$ cat src/sv/i2cm_pkg.sv
// Shared types and constants of the 16-bit register address I2C master.
// No dependencies; imported by every module of the block.
`timescale 1ns / 1ps

package i2cm_pkg;

  localparam int unsigned CfgW    = 16;
  localparam int unsigned CfgIdxW = 2;

  localparam logic [CfgIdxW-1:0] CFG_LONG_IDX   = 2'd0;
  localparam logic [CfgIdxW-1:0] CFG_SHORT_IDX  = 2'd1;
  localparam logic [CfgIdxW-1:0] CFG_SETTLE_IDX = 2'd2;

  localparam logic [7:0]  LONG_RST   = 8'd5;
  localparam logic [7:0]  SHORT_RST  = 8'd2;
  localparam logic [15:0] SETTLE_RST = 16'd5000;

  localparam logic [1:0] CMD_NONE  = 2'd0;
  localparam logic [1:0] CMD_PROBE = 2'd1;
  localparam logic [1:0] CMD_WRITE = 2'd2;
  localparam logic [1:0] CMD_READ  = 2'd3;

  localparam logic [2:0] STATUS_OK          = 3'd0;
  localparam logic [2:0] STATUS_ADDR_NACK   = 3'd1;
  localparam logic [2:0] STATUS_REG_NACK    = 3'd2;
  localparam logic [2:0] STATUS_DATA_NACK   = 3'd3;
  localparam logic [2:0] STATUS_RD_ADDR_NACK = 3'd4;

  typedef struct packed {
    logic [1:0]  action;
    logic [6:0]  dev_addr;
    logic [15:0] reg_addr;
    logic [7:0]  wr_data;
    logic        sda_in;
  } in_t;

  typedef struct packed {
    logic       scl_level;
    logic       sda_pull_low;
    logic       busy_res;
    logic       done_res;
    logic [2:0] status;
    logic [7:0] rd_data;
  } out_t;

  typedef struct packed {
    logic [7:0]  long_phase_ticks;
    logic [7:0]  short_phase_ticks;
    logic [15:0] write_settle_ticks;
  } cfg_t;

endpackage

$ cat src/sv/i2cm_in_stage.sv
// Input register of the I2C master: holds one accepted transaction.
// Depends on i2cm_pkg.
`timescale 1ns / 1ps

module i2cm_in_stage (
  input  logic          clk_i,
  input  logic          rst_ni,
  input  logic          in_valid_i,
  output logic          in_ready_o,
  input  i2cm_pkg::in_t in_data_i,
  input  logic          take_i,
  output logic          vld_o,
  output i2cm_pkg::in_t data_o
);
  import i2cm_pkg::*;

  logic vld_q;
  in_t  data_q;

  assign in_ready_o = !vld_q || take_i;
  assign vld_o      = vld_q;
  assign data_o     = data_q;

  always_ff @(posedge clk_i or negedge rst_ni) begin
    if (!rst_ni) begin
      vld_q <= 1'b0;
    end else if (in_ready_o) begin
      vld_q <= in_valid_i;
    end
  end

  always_ff @(posedge clk_i) begin
    if (in_ready_o && in_valid_i) begin
      data_q <= in_data_i;
    end
  end

endmodule

$ cat src/sv/i2cm_core.sv
// Bus sequencer of the I2C master: phase state and one tick of work per step.
// Depends on i2cm_pkg; the result is registered in i2cm_out_stage.
`timescale 1ns / 1ps

module i2cm_core (
  input  logic           clk_i,
  input  logic           rst_ni,
  input  logic           step_i,
  input  i2cm_pkg::in_t  item_i,
  input  i2cm_pkg::cfg_t cfg_i,
  output i2cm_pkg::out_t res_o
);
  import i2cm_pkg::*;

  typedef enum logic [4:0] {
    PH_IDLE, PH_START_A, PH_START_B, PH_START_C, PH_START_D,
    PH_WB_LOW, PH_WB_HIGH, PH_WB_TAIL_A, PH_WB_TAIL_B,
    PH_ACK_LOW, PH_ACK_HIGH, PH_ACK_TAIL,
    PH_RB_PRE_A, PH_RB_PRE_B, PH_RB_LOW, PH_RB_HIGH, PH_RB_TAIL,
    PH_NACK_LOW, PH_NACK_HIGH, PH_NACK_TA, PH_NACK_TB,
    PH_STOP_A, PH_STOP_B, PH_STOP_C, PH_STOP_D, PH_SETTLE
  } phase_e;

  typedef enum logic [1:0] {DRV_REL, DRV_LOW, DRV_BIT, DRV_LAST} drive_e;
  typedef enum logic [1:0] {LEN_LONG, LEN_SHORT, LEN_SETTLE} len_e;

  phase_e      phase_q, phase_d;
  logic [15:0] tick_q, tick_d;
  logic [3:0]  bit_q, bit_d;
  logic [2:0]  idx_q, idx_d;
  logic [7:0]  shift_q, shift_d;
  logic [1:0]  cmd_q, cmd_d;
  logic [6:0]  dev_q, dev_d;
  logic [15:0] reg_q, reg_d;
  logic [7:0]  wdat_q, wdat_d;
  logic [7:0]  rbyte_q, rbyte_d;
  logic [2:0]  stat_q, stat_d;

  drive_e      drv;
  len_e        lsel;
  logic        scl;
  logic        pull;
  logic        busy;
  logic        done;
  logic [15:0] seg_len;
  logic [15:0] tick_inc;
  logic [3:0]  bit_inc;

  function automatic logic [7:0] byte_for(input logic [2:0] idx, input logic [1:0] cmd,
                                          input logic [6:0] dev, input logic [15:0] ra,
                                          input logic [7:0] wd);
    logic [7:0] b;
    case (idx)
      3'd0:    b = {dev, 1'b0};
      3'd1:    b = ra[15:8];
      3'd2:    b = ra[7:0];
      default: b = (cmd == CMD_READ) ? {dev, 1'b1} : wd;
    endcase
    return b;
  endfunction

  function automatic logic [2:0] nack_code(input logic [2:0] idx, input logic [1:0] cmd);
    logic [2:0] c;
    if (idx == 3'd0) begin
      c = STATUS_ADDR_NACK;
    end else if (idx <= 3'd2) begin
      c = STATUS_REG_NACK;
    end else begin
      c = (cmd == CMD_READ) ? STATUS_RD_ADDR_NACK : STATUS_DATA_NACK;
    end
    return c;
  endfunction

  always_comb begin
    phase_d = phase_q;
    tick_d  = tick_q;
    bit_d   = bit_q;
    idx_d   = idx_q;
    shift_d = shift_q;
    cmd_d   = cmd_q;
    dev_d   = dev_q;
    reg_d   = reg_q;
    wdat_d  = wdat_q;
    rbyte_d = rbyte_q;
    stat_d  = stat_q;
    scl     = 1'b1;
    pull    = 1'b0;
    busy    = 1'b0;
    done    = 1'b0;
    drv     = DRV_REL;
    lsel    = LEN_LONG;
    seg_len = 16'd1;
    bit_inc = bit_q + 4'd1;

    if (phase_q == PH_IDLE && item_i.action != CMD_NONE) begin
      cmd_d   = item_i.action;
      dev_d   = item_i.dev_addr;
      reg_d   = item_i.reg_addr;
      wdat_d  = item_i.wr_data;
      idx_d   = 3'd0;
      bit_d   = 4'd0;
      tick_d  = 16'd0;
      phase_d = PH_START_A;
    end

    case (phase_d)
      PH_IDLE:      begin scl = 1'b1; drv = DRV_REL;  lsel = LEN_LONG;   end
      PH_START_A:   begin scl = 1'b1; drv = DRV_REL;  lsel = LEN_LONG;   end
      PH_START_B:   begin scl = 1'b1; drv = DRV_LOW;  lsel = LEN_LONG;   end
      PH_START_C:   begin scl = 1'b0; drv = DRV_LOW;  lsel = LEN_SHORT;  end
      PH_START_D:   begin scl = 1'b0; drv = DRV_REL;  lsel = LEN_SHORT;  end
      PH_WB_LOW:    begin scl = 1'b0; drv = DRV_BIT;  lsel = LEN_LONG;   end
      PH_WB_HIGH:   begin scl = 1'b1; drv = DRV_BIT;  lsel = LEN_LONG;   end
      PH_WB_TAIL_A: begin scl = 1'b0; drv = DRV_LAST; lsel = LEN_SHORT;  end
      PH_WB_TAIL_B: begin scl = 1'b0; drv = DRV_REL;  lsel = LEN_SHORT;  end
      PH_ACK_LOW:   begin scl = 1'b0; drv = DRV_REL;  lsel = LEN_LONG;   end
      PH_ACK_HIGH:  begin scl = 1'b1; drv = DRV_REL;  lsel = LEN_LONG;   end
      PH_ACK_TAIL:  begin scl = 1'b0; drv = DRV_REL;  lsel = LEN_SHORT;  end
      PH_RB_PRE_A:  begin scl = 1'b0; drv = DRV_REL;  lsel = LEN_SHORT;  end
      PH_RB_PRE_B:  begin scl = 1'b0; drv = DRV_REL;  lsel = LEN_SHORT;  end
      PH_RB_LOW:    begin scl = 1'b0; drv = DRV_REL;  lsel = LEN_LONG;   end
      PH_RB_HIGH:   begin scl = 1'b1; drv = DRV_REL;  lsel = LEN_SHORT;  end
      PH_RB_TAIL:   begin scl = 1'b0; drv = DRV_REL;  lsel = LEN_SHORT;  end
      PH_NACK_LOW:  begin scl = 1'b0; drv = DRV_REL;  lsel = LEN_LONG;   end
      PH_NACK_HIGH: begin scl = 1'b1; drv = DRV_REL;  lsel = LEN_LONG;   end
      PH_NACK_TA:   begin scl = 1'b0; drv = DRV_REL;  lsel = LEN_SHORT;  end
      PH_NACK_TB:   begin scl = 1'b0; drv = DRV_REL;  lsel = LEN_SHORT;  end
      PH_STOP_A:    begin scl = 1'b0; drv = DRV_LOW;  lsel = LEN_SHORT;  end
      PH_STOP_B:    begin scl = 1'b1; drv = DRV_LOW;  lsel = LEN_SHORT;  end
      PH_STOP_C:    begin scl = 1'b1; drv = DRV_REL;  lsel = LEN_SHORT;  end
      PH_STOP_D:    begin scl = 1'b0; drv = DRV_REL;  lsel = LEN_SHORT;  end
      PH_SETTLE:    begin scl = 1'b1; drv = DRV_REL;  lsel = LEN_SETTLE; end
      default:      begin scl = 1'b1; drv = DRV_REL;  lsel = LEN_LONG;   end
    endcase

    case (lsel)
      LEN_LONG: begin
        seg_len = {8'd0, (cfg_i.long_phase_ticks != 8'd0) ? cfg_i.long_phase_ticks : 8'd1};
      end
      LEN_SHORT: begin
        seg_len = {8'd0, (cfg_i.short_phase_ticks != 8'd0) ? cfg_i.short_phase_ticks : 8'd1};
      end
      default: begin
        seg_len = (cfg_i.write_settle_ticks != 16'd0) ? cfg_i.write_settle_ticks : 16'd1;
      end
    endcase

    case (drv)
      DRV_LOW:  pull = 1'b1;
      DRV_BIT:  pull = !shift_d[7];
      DRV_LAST: pull = !shift_d[0];
      default:  pull = 1'b0;
    endcase

    tick_inc = tick_d + 16'd1;

    if (phase_d == PH_IDLE) begin
      scl  = 1'b1;
      pull = 1'b0;
    end else begin
      busy   = 1'b1;
      tick_d = tick_inc;
      if (tick_inc >= seg_len) begin
        tick_d = 16'd0;
        case (phase_d)
          PH_START_A:   phase_d = PH_START_B;
          PH_START_B:   phase_d = PH_START_C;
          PH_START_C:   phase_d = PH_START_D;
          PH_START_D: begin
            shift_d = byte_for(idx_d, cmd_d, dev_d, reg_d, wdat_d);
            bit_d   = 4'd0;
            phase_d = PH_WB_LOW;
          end
          PH_WB_LOW:    phase_d = PH_WB_HIGH;
          PH_WB_HIGH: begin
            shift_d = {shift_d[6:0], shift_d[7]};
            bit_d   = bit_inc;
            phase_d = (bit_inc >= 4'd8) ? PH_WB_TAIL_A : PH_WB_LOW;
          end
          PH_WB_TAIL_A: phase_d = PH_WB_TAIL_B;
          PH_WB_TAIL_B: phase_d = PH_ACK_LOW;
          PH_ACK_LOW:   phase_d = PH_ACK_HIGH;
          PH_ACK_HIGH: begin
            bit_d   = {3'd0, item_i.sda_in};
            phase_d = PH_ACK_TAIL;
          end
          PH_ACK_TAIL: begin
            if (bit_d != 4'd0) begin
              stat_d  = nack_code(idx_d, cmd_d);
              phase_d = PH_STOP_A;
            end else begin
              idx_d = idx_d + 3'd1;
              if (cmd_d == CMD_PROBE || (cmd_d == CMD_WRITE && idx_d >= 3'd4)) begin
                stat_d  = STATUS_OK;
                phase_d = PH_STOP_A;
              end else if (cmd_d == CMD_READ && idx_d == 3'd3) begin
                phase_d = PH_START_A;
              end else if (cmd_d == CMD_READ && idx_d >= 3'd4) begin
                phase_d = PH_RB_PRE_A;
              end else begin
                shift_d = byte_for(idx_d, cmd_d, dev_d, reg_d, wdat_d);
                bit_d   = 4'd0;
                phase_d = PH_WB_LOW;
              end
            end
          end
          PH_RB_PRE_A:  phase_d = PH_RB_PRE_B;
          PH_RB_PRE_B: begin
            bit_d   = 4'd0;
            shift_d = 8'd0;
            phase_d = PH_RB_LOW;
          end
          PH_RB_LOW:    phase_d = PH_RB_HIGH;
          PH_RB_HIGH: begin
            shift_d = {shift_d[6:0], item_i.sda_in};
            bit_d   = bit_inc;
            phase_d = (bit_inc >= 4'd8) ? PH_RB_TAIL : PH_RB_LOW;
          end
          PH_RB_TAIL:   phase_d = PH_NACK_LOW;
          PH_NACK_LOW:  phase_d = PH_NACK_HIGH;
          PH_NACK_HIGH: phase_d = PH_NACK_TA;
          PH_NACK_TA:   phase_d = PH_NACK_TB;
          PH_NACK_TB: begin
            rbyte_d = shift_d;
            stat_d  = STATUS_OK;
            phase_d = PH_STOP_A;
          end
          PH_STOP_A:    phase_d = PH_STOP_B;
          PH_STOP_B:    phase_d = PH_STOP_C;
          PH_STOP_C:    phase_d = PH_STOP_D;
          PH_STOP_D: begin
            if (cmd_d == CMD_WRITE && stat_d == STATUS_OK &&
                cfg_i.write_settle_ticks != 16'd0) begin
              phase_d = PH_SETTLE;
            end else begin
              phase_d = PH_IDLE;
              done    = 1'b1;
            end
          end
          default: begin
            phase_d = PH_IDLE;
            done    = 1'b1;
          end
        endcase
      end
    end

    res_o.scl_level    = scl;
    res_o.sda_pull_low = pull;
    res_o.busy_res     = busy;
    res_o.done_res     = done;
    res_o.status       = stat_d;
    res_o.rd_data      = rbyte_d;
  end

  always_ff @(posedge clk_i or negedge rst_ni) begin
    if (!rst_ni) begin
      phase_q <= PH_IDLE;
      tick_q  <= 16'd0;
      bit_q   <= 4'd0;
      idx_q   <= 3'd0;
      shift_q <= 8'd0;
      cmd_q   <= CMD_NONE;
      dev_q   <= 7'd0;
      reg_q   <= 16'd0;
      wdat_q  <= 8'd0;
      rbyte_q <= 8'd0;
      stat_q  <= STATUS_OK;
    end else if (step_i) begin
      phase_q <= phase_d;
      tick_q  <= tick_d;
      bit_q   <= bit_d;
      idx_q   <= idx_d;
      shift_q <= shift_d;
      cmd_q   <= cmd_d;
      dev_q   <= dev_d;
      reg_q   <= reg_d;
      wdat_q  <= wdat_d;
      rbyte_q <= rbyte_d;
      stat_q  <= stat_d;
    end
  end

endmodule

$ cat src/sv/i2cm_out_stage.sv
// Result register of the I2C master: holds one result until it is taken.
// Depends on i2cm_pkg.
`timescale 1ns / 1ps

module i2cm_out_stage (
  input  logic           clk_i,
  input  logic           rst_ni,
  input  logic           load_i,
  input  i2cm_pkg::out_t res_i,
  output logic           free_o,
  output logic           out_valid_o,
  input  logic           out_ready_i,
  output i2cm_pkg::out_t out_data_o
);
  import i2cm_pkg::*;

  logic vld_q;
  out_t data_q;

  assign free_o      = !vld_q || out_ready_i;
  assign out_valid_o = vld_q;
  assign out_data_o  = data_q;

  always_ff @(posedge clk_i or negedge rst_ni) begin
    if (!rst_ni) begin
      vld_q <= 1'b0;
    end else if (free_o) begin
      vld_q <= load_i;
    end
  end

  always_ff @(posedge clk_i) begin
    if (load_i) begin
      data_q <= res_i;
    end
  end

endmodule

$ cat src/sv/i2c_reg16_master_unit.sv
// Top level of the tick-driven I2C master for 16-bit register addresses.
// Uses i2cm_pkg, i2cm_in_stage, i2cm_core and i2cm_out_stage.
//
// Each input transaction is one bus timing tick: a command (probe, register
// write, register read or none) plus the sampled data line level. Every tick
// returns exactly one result transaction with the clock and data drive
// levels, busy, done, the last status and the last byte read.
// Input and result channels use valid/ready; the configuration port is a
// plain write port (long phase, short phase, settle ticks) used while idle.
// From input acceptance to result valid, the tick sits in the input register
// while the sequencer steps on it, and the result register loads the step's
// result once the result register is free.
// Throughput is one tick per cycle while the receiver takes results, set by
// the phase step that feeds back into the sequencer state.
// When the receiver stalls, the result register holds and the input register
// takes one more tick; input ready then drops until the result is taken.
// Reset empties both registers, returns the sequencer to idle with all state
// cleared and loads the default phase and settle lengths.
`timescale 1ns / 1ps

module i2c_reg16_master_unit (
  input  logic                          clk_i,
  input  logic                          rst_ni,
  input  logic                          in_valid_i,
  output logic                          in_ready_o,
  input  i2cm_pkg::in_t                 in_data_i,
  output logic                          out_valid_o,
  input  logic                          out_ready_i,
  output i2cm_pkg::out_t                out_data_o,
  input  logic                          cfg_we_i,
  input  logic [i2cm_pkg::CfgIdxW-1:0]  cfg_idx_i,
  input  logic [i2cm_pkg::CfgW-1:0]     cfg_wdata_i
);
  import i2cm_pkg::*;

  cfg_t cfg_q;
  logic in_vld;
  in_t  item;
  out_t res;
  logic out_free;
  logic step;

  assign step = in_vld && out_free;

  always_ff @(posedge clk_i or negedge rst_ni) begin
    if (!rst_ni) begin
      cfg_q.long_phase_ticks   <= LONG_RST;
      cfg_q.short_phase_ticks  <= SHORT_RST;
      cfg_q.write_settle_ticks <= SETTLE_RST;
    end else if (cfg_we_i) begin
      case (cfg_idx_i)
        CFG_LONG_IDX:   cfg_q.long_phase_ticks   <= cfg_wdata_i[7:0];
        CFG_SHORT_IDX:  cfg_q.short_phase_ticks  <= cfg_wdata_i[7:0];
        CFG_SETTLE_IDX: cfg_q.write_settle_ticks <= cfg_wdata_i[15:0];
        default: ;
      endcase
    end
  end

  i2cm_in_stage u_in (
    .clk_i      (clk_i),
    .rst_ni     (rst_ni),
    .in_valid_i (in_valid_i),
    .in_ready_o (in_ready_o),
    .in_data_i  (in_data_i),
    .take_i     (step),
    .vld_o      (in_vld),
    .data_o     (item)
  );

  i2cm_core u_core (
    .clk_i  (clk_i),
    .rst_ni (rst_ni),
    .step_i (step),
    .item_i (item),
    .cfg_i  (cfg_q),
    .res_o  (res)
  );

  i2cm_out_stage u_out (
    .clk_i       (clk_i),
    .rst_ni      (rst_ni),
    .load_i      (step),
    .res_i       (res),
    .free_o      (out_free),
    .out_valid_o (out_valid_o),
    .out_ready_i (out_ready_i),
    .out_data_o  (out_data_o)
  );

`ifndef SYNTHESIS
  a_stall_only_on_full: assert property (@(posedge clk_i) disable iff (!rst_ni)
    !in_ready_o |-> (out_valid_o && !out_ready_i))
    else $error("input stalled while result side can move");

  a_done_implies_busy: assert property (@(posedge clk_i) disable iff (!rst_ni)
    (out_valid_o && out_data_o.done_res) |-> out_data_o.busy_res)
    else $error("done without busy");

  a_status_range: assert property (@(posedge clk_i) disable iff (!rst_ni)
    out_valid_o |-> (out_data_o.status <= STATUS_RD_ADDR_NACK))
    else $error("status code out of range");

  a_idle_levels: assert property (@(posedge clk_i) disable iff (!rst_ni)
    (out_valid_o && !out_data_o.busy_res) |->
      (out_data_o.scl_level && !out_data_o.sda_pull_low))
    else $error("bus driven while idle");
`endif

endmodule
$ cat config.mk
export PLATFORM = sky130hd
export DESIGN_NAME = i2c_reg16_master_unit
export DESIGN_NICKNAME = d
export VERILOG_FILES = /design/src/sv/i2cm_pkg.sv /design/src/sv/i2cm_in_stage.sv /design/src/sv/i2cm_core.sv /design/src/sv/i2cm_out_stage.sv /design/src/sv/i2c_reg16_master_unit.sv
export SDC_FILE = /design/constraint.sdc
export NUM_CORES = 1
export LEC_CHECK = 0
export ABC_AREA = 0
export ABC_CLOCK_PERIOD_IN_PS = 8300
export BUFFER_PORTS_ARGS = -buffer_cell sky130_fd_sc_hd__buf_4
export CAP_MARGIN = 20
export CORE_ASPECT_RATIO = 0.9
export CORE_MARGIN = 3
export CORE_UTILIZATION = 57
export CTS_CLUSTER_SIZE = 20
export DETAILED_ROUTE_END_ITERATION = 6
export PLACE_DENSITY = 0.84
export SKIP_CTS_REPAIR_TIMING = 1
export SYNTH_ARGS = -nofsm -noshare
export SYNTH_HDL_FRONTEND = slang
export SYNTH_HIERARCHICAL = 1
export SYNTH_SLANG_ARGS = --single-unit
$ cat constraint.sdc
create_clock -name clk_i -period 8.3 [get_ports clk_i]
set_input_delay 0.415 -clock clk_i [delete_from_list [all_inputs] [get_ports clk_i]]
set_output_delay 0.415 -clock clk_i [all_outputs]
set_load 0.02 [all_outputs]
==> results.sh <==
export IMPL_status="completed"
export IMPL_yosysSeqAreaShare=0.467
export IMPL_holdWs_ns=0.00784
export IMPL_multi_input_area_mm2=0.00466
export IMPL_synth_distinct_cells=74
export IMPL_nets=1017
export IMPL_synth_edff_count=49
export IMPL_seqPwrFrac=0.354
export IMPL_slew_headroom=0.319
export IMPL_synth_area_mm2=0.00929
export IMPL_antenna_found_initial=0
export IMPL_dr_first_iter_drc_count=1196
export IMPL_root_buffer="clkbuf_16"
export IMPL_async_flop_share=0.699
export IMPL_regArea_mm2=0.00433
export IMPL_ys_top_cells_by_count="106 x dfrtp_1, 91 x mux2_2, 81 x nand2_1"
export IMPL_vias_per_cell=6.45
export IMPL_initial_utilization=0.591
export IMPL_io_pins=74
export IMPL_crit_path_top_delay_cell="o31ai_2"
export IMPL_drc=0
export IMPL_die_w_um=141
export IMPL_dp_cells=1119
export IMPL_avgRoutedWirePerCell_um=19.8
export IMPL_clock_sinks=163
export IMPL_finalHoldViolCount=0
export IMPL_critPathMaxStageDelay_ns=0.86
export IMPL_drive_gt1_frac=0.246
export IMPL_p_leak_nw=4.59
export IMPL_dp_slack_ns=2.63
export IMPL_setup_viol=0
export IMPL_fillers=1194
export IMPL_crit_arrival_ns=5.96
export IMPL_fin_crit_sh=0.698
export IMPL_synth_most_common_cell="dfrtp_1"
export IMPL_reg2reg_slack_ns=2.51
export IMPL_powerDensity_mw_per_mm2=336
export IMPL_r2r_end="u_out/out_data_o[7]"
export IMPL_fin_crit_ns=5.79
export IMPL_setup_worst_path_class="reg -> reg"
export IMPL_drt_wl_total_um=22800
export IMPL_rsz0062_at_grt="false"
export IMPL_switching_share=0.403
export IMPL_ys_ff_latch=163
export IMPL_crit_family="compound AO/OA/AOI/OAI gates"
export IMPL_cts_buffers=17
export IMPL_cts_reportedPaths_clkPinSlew_ns=0.07
export IMPL_synth_fp_nets=963
export IMPL_fp_coreArea_mm2=0.0157
export IMPL_die_h_um=127
export IMPL_layoutNonFillerInstCount=1151
export IMPL_antenna_cells=0
export IMPL_cts_tree="yes"
export IMPL_firstDrtPassIters=5
export IMPL_finalPower_mw=3.54
export IMPL_setup_tns_final_ns=0
export IMPL_reg2reg_depth=18
export IMPL_overflow=0
export IMPL_yosys_warnings=6
export IMPL_cts_max_path_buffers=2
export IMPL_antenna_left=0
export IMPL_die_area_mm2=0.0179
export IMPL_max_cap_viol_count=0
export IMPL_dp_hpwl_um=15700
export IMPL_fin_ws_ns=2.51
export IMPL_grt_first_pass_wirelength_um=37000
export IMPL_postPlaceCellArea_mm2=0.00995
export IMPL_finClkSkew_ns=0.0121
export IMPL_tightest_slew_ns=1.01
export IMPL_internal_power_mw=2.11
export IMPL_cp_start_kind="flop"
export IMPL_insertion_delay_ns=0.43
export IMPL_htreeDepth=4
export IMPL_cp_max_fo=23
export IMPL_power_switching_mw=1.43
export IMPL_vias=7419
export IMPL_worst_path_buf_inv=1
export IMPL_syn2layout_area_growth_pct=13.5
export IMPL_clkPwrFrac=0.219
export IMPL_r2r_start="u_core/phase_q[4]"
export IMPL_num_rows=43
export IMPL_routabilityCongestion=0.929
export IMPL_final_max_slew_violation_count=0
export IMPL_synth_largest_area_cell="dfrtp_1"
export IMPL_worstSetupStartpoint="u_core/phase_q[4]"
export IMPL_min_path_type="in -> async"
export IMPL_io_buffers=73
export IMPL_synthTopCellsByArea="dfrtp_1 29%, edfxtp_1 16%, mux2_2 11%, a21oi_1 3.6%, mux2i_1 3.3%"
export IMPL_path_cells="or4_4 > nor2_4 > nor2_1 > ha_1 > a21oi_1 > o21ai_0 > o31ai_2 > mux2i_1 > nor2_1 > a21oi_1 > ha_1 > o21ai_0 > a211oi_1 > a21o_1 > a21oi_1 > buf_4 > nor2_1 > mux2_2"
export IMPL_utilization=0.671
export IMPL_required_ns=8.47
export IMPL_first_global_vias=6960
export IMPL_stdcell_area_mm2=0.0105
export IMPL_fmax_mhz=173
export IMPL_netlist_area_leader_share=0.286
export IMPL_synth_flop_cell="dfrtp_1"
export IMPL_cp_end_kind="flop"
export IMPL_grt_usage=0.258
export IMPL_ir_drop_mv=0.202
export IMPL_synth_area_per_cell_um2=10.5
export IMPL_grt_max_degree=66
export IMPL_postSynthCellCount=882
export IMPL_pwr_share_comb=0.428
[power by group through the flow]
| stage | clock network [mW] | registers [mW] | logic, mW |
|---|---|---|---|
| after floorplan | 0 | 1.19 | 1.12 |
| after global placement | 0 | 1.24 | 1.44 |
| after detailed placement | 0 | 1.25 | 1.46 |
| after CTS | 0.785 | 1.24 | 1.48 |
| after global routing | 0.817 | 1.28 | 1.65 |
| final | 0.774 | 1.25 | 1.51 |
[sequential cells by signal, indices dropped and copies added (netlist names), 5 cells and up]
signal and cells:
u_core/rbyte_q 8, u_core/shift_q 8, u_core/wdat_q 8, u_core/tick_q 16, u_out/out_data_o 15, cfg_q 32
u_core/reg_q 16, u_core/dev_q 7, u_core/phase_q 5, u_in/data_o 34
[cell usage in the layout (no fill, tap or decap), drive strengths merged, types with 8 or more instances in the layout]
cell    synthesis  layout
nand3          25      25
a221oi          8       8
nand4           8       8
buf            19      87
edfxtp         49      49
and2           12      12
nor2b           8       8
nor4           12      12
nor2           54      54
mux2i          31      31
a211oi         10      10
a22oi          12      12
nand2b         10      10
and3            9       9
nor3           14      14
a21oi          66      66
ha             24      24
nand2          81      81
o21ai          42      42
dfstp           8       8
clkbuf         33      20
a22o           33      33
inv            14      22
mux2           91      91
o22ai           9       9
dfrtp         106     106
[layer usage]
metal | routed length (µm) | up-vias | GRT usage
met1 | 10300 | 3563 | 0.384
met3 | 2130 | 25 | 0.0580
met4 | 288 | 0 | 0.0764
met2 | 10000 | 396 | 0.382
li1 | - | 3435 | -
met5 | 0 | - | 0
[final cells by class]
| type | instances | area share |
|---|---|---|
| clock inverters | 12 | 0.0101 |
| repair buffers | 87 | 0.0620 |
| flip-flops and latches | 163 | 0.411 |
| multi-input cells | 652 | 0.442 |
| inverters | 15 | 0.00534 |
| clock buffers | 20 | 0.0455 |
| well taps | 202 | 0.0240 |
[cells by family (layout without fill, tap and decap cells)]
family / after synthesis / count (layout) / share of synthesized area
AO/OA/AOI/OAI: 241 / 241 / 0.175
XOR/XNOR: 13 / 13 / 0.0123
adder cells (fa/ha/maj): 24 / 24 / 0.0323
buffers and inverters: 67 / 134 / 0.0318
flip-flops: 163 / 163 / 0.467
multiplexers: 122 / 122 / 0.144
AND/OR/NAND/NOR: 252 / 252 / 0.138
[how the worst max path moves through the flow]
stage | end | slack (ns) | depth (start not counted)
2_1_floorplan | u_out/out_data_o[0] | 2.61 | 22
3_3_place_gp | u_out/out_data_o[7] | 2.78 | 18
3_5_place_dp | u_out/out_data_o[7] | 2.63 | 18
4_1_cts | u_out/out_data_o[7] | 2.60 | 18
5_1_grt | u_out/out_data_o[7] | 2.18 | 18
6_report | u_out/out_data_o[7] | 2.51 | 18
Note: power is estimated with default switching activity, not from simulation.
